## config.mk

```make
export PLATFORM = sky130hd
export DESIGN_NAME = krt_ctrl
export DESIGN_NICKNAME = d
export VERILOG_FILES = /design/src/rtl/krt_pkg.sv /design/src/rtl/krt_ctrl.sv
export SDC_FILE = /design/constraint.sdc
export NUM_CORES = 1
export LEC_CHECK = 0
export BUFFER_PORTS_ARGS = -buffer_cell sky130_fd_sc_hd__clkbuf_2
export CORE_AREA = 2 2 39 41
export DETAILED_ROUTE_END_ITERATION = 8
export DIE_AREA = 0 0 41 43
export SLEW_MARGIN = 20
export SYNTH_ARGS = -nofsm -noshare
export SYNTH_HDL_FRONTEND = slang
export SYNTH_SLANG_ARGS = --single-unit
```

## constraint.sdc

```tcl
create_clock -name i_clk -period 1.7 [get_ports i_clk]
set_clock_uncertainty 0.2 [all_clocks]
set_input_delay 0.425 -clock i_clk [delete_from_list [all_inputs] [get_ports i_clk]]
set_output_delay 0.425 -clock i_clk [all_outputs]
set_load 0.05 [all_outputs]
```

## src/rtl/krt_pkg.sv

```systemverilog
// Package for the range tracker: widths, reset values, state and command types.
// No dependencies.
package krt_pkg;
    localparam int Channels = 4;
    localparam int ChW = 2;
    localparam logic [31:0] PosInit = 32'sd13107200;
    localparam logic [31:0] OneQ16 = 32'sd65536;
    localparam logic [1:0] RegQpos = 2'd0;
    localparam logic [1:0] RegQvel = 2'd1;
    localparam logic [1:0] RegRmeas = 2'd2;
    localparam logic [1:0] RegDt = 2'd3;

    typedef enum logic [3:0] {
        S_IDLE, S_LOAD, S_PRED, S_PRED2, S_DIVST, S_DIVRUN, S_GAIN1, S_UPD1, S_UPD2,
        S_OUT
    } t_state;

    typedef struct packed {
        logic load;
        logic pred;
        logic pred2;
        logic div_start;
        logic gain1;
        logic upd1;
        logic upd2;
        logic out_valid;
    } t_cmd;

    typedef struct packed {
        logic div_done;
    } t_stat;

    function automatic logic signed [31:0] sat32(input logic signed [65:0] v);
        if (v > 66'sh7FFFFFFF) return 32'sh7FFFFFFF;
        if (v < -66'sh80000000) return 32'sh80000000;
        return v[31:0];
    endfunction

    function automatic logic signed [63:0] qmul(input logic signed [31:0] a,
                                               input logic signed [31:0] b);
        logic signed [63:0] p;
        p = a * b;
        return p >>> 16;
    endfunction
endpackage

```

## src/rtl/krt_ctrl.sv

```systemverilog
// Sequencer for one filter step.
// Depends on krt_pkg.
module krt_ctrl import krt_pkg::*; (
    input  logic   i_clk,
    input  logic   i_rst_n,
    input  logic   i_in_valid,
    input  logic   i_out_ready,
    input  t_stat  i_stat,
    output logic   o_in_ready,
    output t_cmd   o_cmd
);
    t_state r_state, n_state;
    always_ff @(posedge i_clk) begin
        if (!i_rst_n) r_state <= S_IDLE;
        else r_state <= n_state;
    end
    always_comb begin
        n_state = r_state;
        case (r_state)
            S_IDLE:   if (i_in_valid) n_state = S_LOAD;
            S_LOAD:   n_state = S_PRED;
            S_PRED:   n_state = S_PRED2;
            S_PRED2:  n_state = S_DIVST;
            S_DIVST:  n_state = S_DIVRUN;
            S_DIVRUN: if (i_stat.div_done) n_state = S_GAIN1;
            S_GAIN1:  n_state = S_UPD1;
            S_UPD1:   n_state = S_UPD2;
            S_UPD2:   n_state = S_OUT;
            S_OUT:    if (i_out_ready) n_state = S_IDLE;
            default:  n_state = S_IDLE;
        endcase
    end
    always_comb begin
        o_cmd = '0;
        o_in_ready = 1'b0;
        case (r_state)
            S_IDLE:   o_in_ready = 1'b1;
            S_LOAD:   o_cmd.load = 1'b1;
            S_PRED:   o_cmd.pred = 1'b1;
            S_PRED2:  o_cmd.pred2 = 1'b1;
            S_DIVST:  o_cmd.div_start = 1'b1;
            S_GAIN1:  o_cmd.gain1 = 1'b1;
            S_UPD1:   o_cmd.upd1 = 1'b1;
            S_UPD2:   o_cmd.upd2 = 1'b1;
            S_OUT:    o_cmd.out_valid = 1'b1;
            default:  o_cmd = '0;
        endcase
    end
endmodule

```

# == Word level (Yosys, flattened, before mapping) ==
# Cells that the tools add are included.
# totals
reg_bits,4
in_bits,5
out_inout_bits,9
# classes
n_mux,13
n_eq_ne,12
n_reduce_logical,2
# ops
op,count
$pmux 4 s10,1
$eq 4x3->1 const B,4
$mux 4,3
$mux 1,9
$eq 4x2->1 const B,2
$eq 4x4->1 const B,2
$ne 2x2->1 const B,3
$eq 4x1->1 const B,1
$logic_not 4->1,1
$reduce_and 3->1,1

# == Depth between registers and ports, before layout ==
# depth
depth_word,3
depth_mapped,4

# == Worst setup path before layout ==
# No wires, ideal clock.
# synth_timing
path_kind,register -> output
from,register r_state[3]
to,output o_in_ready
path_slack_ps,-991
arrival_time_ps,2066
stages_incl_launch_ff,3
required_time_ps,1075
cell_sequence,dfxtp_1 -> buf_2 -> nor4_1
# synth_between
elab_chain_len,2
# synth_lines
item,line,source
start: declaration,krt_ctrl.sv:12,"t_state r_state, n_state;"
start signal: assignment,krt_ctrl.sv:15,else r_state <= n_state;
$logic_not 4->1,krt_ctrl.sv:36,case (r_state)
$mux 1,krt_ctrl.sv:36,
end: declaration,krt_ctrl.sv:9,"output logic o_in_ready,"
# No other way between the ends.

==> results.ini <==
[run_status]
status = complete, but fails checks
violations = setup timing

[min_path]
hp-class = in2reg
hold_end = r_state[3]
whs_path_depth = 2
hp-start = i_rst_n

[worst_setup_path]
r2r_cells = 4
worstPathArrival_ns = 1.26
slowest_delay_ns = 0.36
cp.required_ns = 1.07
cp-end-kind = output port
slowest_stage = dfxtp_4
cp_max_fo = 5
rr_endpoint = r_state[0]
r2r_slack_ns = 0.11
cp_cell_sequence = or2b_4 > buf_6 > nor2_4 > buf_12
timing.critical_path.buf_inv = 2
startpoint_type = flop
crit_family = simple AND/OR/NAND/NOR gates
r2r_start = r_state[0]
crit_type = reg2out

[run]
cap_violations = 0

[sta]
setup_viol = 9
grt_setup_unrepaired = yes
clock.fmax_ghz = 0.5299
fin_crit_sh = 1.110
whs_ns = 0.2361
finalHoldViolCount = 0
max_slew_margin = 0.8003
tightest_slew_ns = 0.2973
slew_viol_final = 0
layout_min_cycle_time_ns = 1.887
fin_ws_ns = -0.1871

[global_routing]
grt_pass1_vias = 460
track_usage = 0.1845
grt-ovfl-total = 0
grt_antenna_before_repair = 0
grt_pass1_wl_um = 2111
grt_max_degree = 8

[clocking]
cts-root-buf = clkbuf_4
cts_tree = yes
numCtsBuffers = 3
clock_sinks = 4
clock_latency_ns = 0.23
clk_pin_slew_worst_paths_ns = 0.04
hold_buffers = 0
htreeDepth = 1
max-clock-path-buffers = 2

[route]
drc = 0
dr.pass1.iters = 4
viasPerCell = 4.802
routed_wl_um = 1238
initialDrtViolationCount = 6
wire_per_inst_um = 14.40
num_vias = 413
postRouteAntennaNets = 0

[placement]
dp_hpwl_um = 723.9
io_buffers = 13
routabilityCongestion = 0.7901
pre_cts_slack_ns = -0.09109

[layout]
n_antenna_cell = 0
regArea_um2 = 95.09
largest_reg_flops = 4
drive_gt1_frac = 0.8143
syn2layout_area_growth_pct = 167.4
fillCellCount = 118
regMostFlops = r_state
final_util = 0.5561
layout.nets = 77
multiInputGateArea_um2 = 295.3
reg_top3 = r_state x4

[floorplan]
io_pins = 14
die_h_um = 43
floorplan.initialDensity = 0.2080
die_w_um = 41
die_area_mm2 = 0.001763
core.rowCount = 14
coreArea_mm2 = 0.001384

[yosys]
syn_avg_cell_area_um2 = 7.994
netlist_instances = 36
syn_area_um2 = 287.8
synth_seq_cells = 4
synth_warnings = 0
syn-num-nets = 41
ys_seq_area_frac = 0.2783
ys_types = 19

[power_and_ir_drop]
power_density_mw_per_mm2 = 598.3
power_leakage_nw = 0.3224
ir_drop_mv = 0.3895

==> per-stage QoR <==
stage,TNS [ns],cell area [µm²],power [W],instances
after floorplan,-0.2571,424.2,0.0002543,36
after global placement,-0.1489,581.8,0.0002973,73
after detailed placement,-0.2038,581.8,0.0002981,73
after CTS,-0.9444,763.2,0.0004491,86
after global routing,-1.389,769.5,0.0004857,86
final,-0.9693,769.5,0.0004604,86
==> worst max path at each step <==
stage                    start        to  slack (ns)  cells past startpoint
floorplan           r_state[2]  o_cmd[4]       -0.17                      3
global placement    r_state[2]  o_cmd[4]       -0.06                      3
detailed placement  r_state[2]  o_cmd[4]       -0.09                      3
CTS                 r_state[2]  o_cmd[2]       -0.18                      4
global route        r_state[2]  o_cmd[2]       -0.22                      4
finish              r_state[2]  o_cmd[2]       -0.19                      4
==> cell usage after synthesis <==
| cell type | number | area, µm² |
|---|---|---|
| buf_4 | 1 | 7.510 |
| nand2b_1 | 6 | 37.54 |
| dfxtp_1 | 4 | 80.08 |
| nor2_1 | 4 | 15.01 |
| buf_2 | 1 | 5.000 |
| nand3b_1 | 1 | 7.510 |
| or2b_1 | 1 | 7.510 |
| o211a_1 | 1 | 10.01 |
| or3_4 | 1 | 11.26 |
| a211oi_1 | 2 | 15.01 |
| nor4_1 | 1 | 6.260 |
| a21oi_1 | 1 | 5.000 |
| xor2_1 | 1 | 8.760 |
| clkbuf_1 | 1 | 3.750 |
| buf_6 | 1 | 11.26 |
| o21a_1 | 2 | 15.01 |
| nor3_1 | 5 | 25.02 |
| nand2_1 | 1 | 3.750 |
| a211oi_2 | 1 | 12.51 |
==> power by group <==
| part | switching, W | internal, W | total, W |
|---|---|---|---|
| clock network | 0.0000386 | 0.0000790 | 0.000118 |
| registers | 0.0000159 | 0.000100 | 0.000116 |
| logic | 0.000114 | 0.000112 | 0.000227 |
| total | 0.000169 | 0.000291 | 0.000460 |
==> kinds of logic after synthesis <==
logic type,Yosys count,share of synthesized area
xor+xnor,1,0.03044
flops,4,0.2783
buf+inv,4,0.09563
simple gates,20,0.3957
compound gates,7,0.1999
==> timing repair <==
action | 4_1_cts | 5_1_grt
gates resized for setup | 24 | 5
endpoints found under the hold margin | 0 | 0
pin swaps | 5 | 1
setup buffers | 10 | 0
endpoints found under the setup margin | 9 | 9
==> per-layer routing <==
layer	routed length, µm	vias up	track usage
met5	0	-	0
met4	21	0	0.08000
met1	413	197	0.2020
met3	45	6	0.05236
met2	759	16	0.3094
li1	-	194	-
==> area by class of cell <==
class / instances / share of cell area
Clock buffer: 3 / 0.02927
Multi-Input combinational cell: 28 / 0.3837
Sequential cell: 4 / 0.1236
Tap cell: 16 / 0.02602
Timing Repair Buffer: 35 / 0.4374
==> placed cells by master (no fill, tap or decap) <==
| cell type | synthesis | routed |
|---|---|---|
| a211oi_1 | 2 | 2 |
| a211oi_2 | 1 | 1 |
| a21oi_1 | 1 | 1 |
| buf_12 | 0 | 2 |
| buf_4 | 1 | 18 |
| buf_6 | 1 | 4 |
| buf_8 | 0 | 5 |
| clkbuf_2 | 0 | 4 |
| clkbuf_4 | 0 | 4 |
| clkbuf_8 | 0 | 1 |
| dfxtp_4 | 0 | 4 |
| nand2_2 | 0 | 1 |
| nand2b_1 | 6 | 4 |
| nand2b_4 | 0 | 2 |
| nand3b_1 | 1 | 1 |
| nor2_1 | 4 | 1 |
| nor2_4 | 0 | 3 |
| nor3_4 | 0 | 5 |
| nor4_4 | 0 | 1 |
| o211a_1 | 1 | 1 |
| o21a_1 | 2 | 2 |
| or2b_4 | 0 | 1 |
| or3_4 | 1 | 1 |
| xor2_1 | 1 | 1 |
No activity file was read; power rests on OpenSTA's default activity.
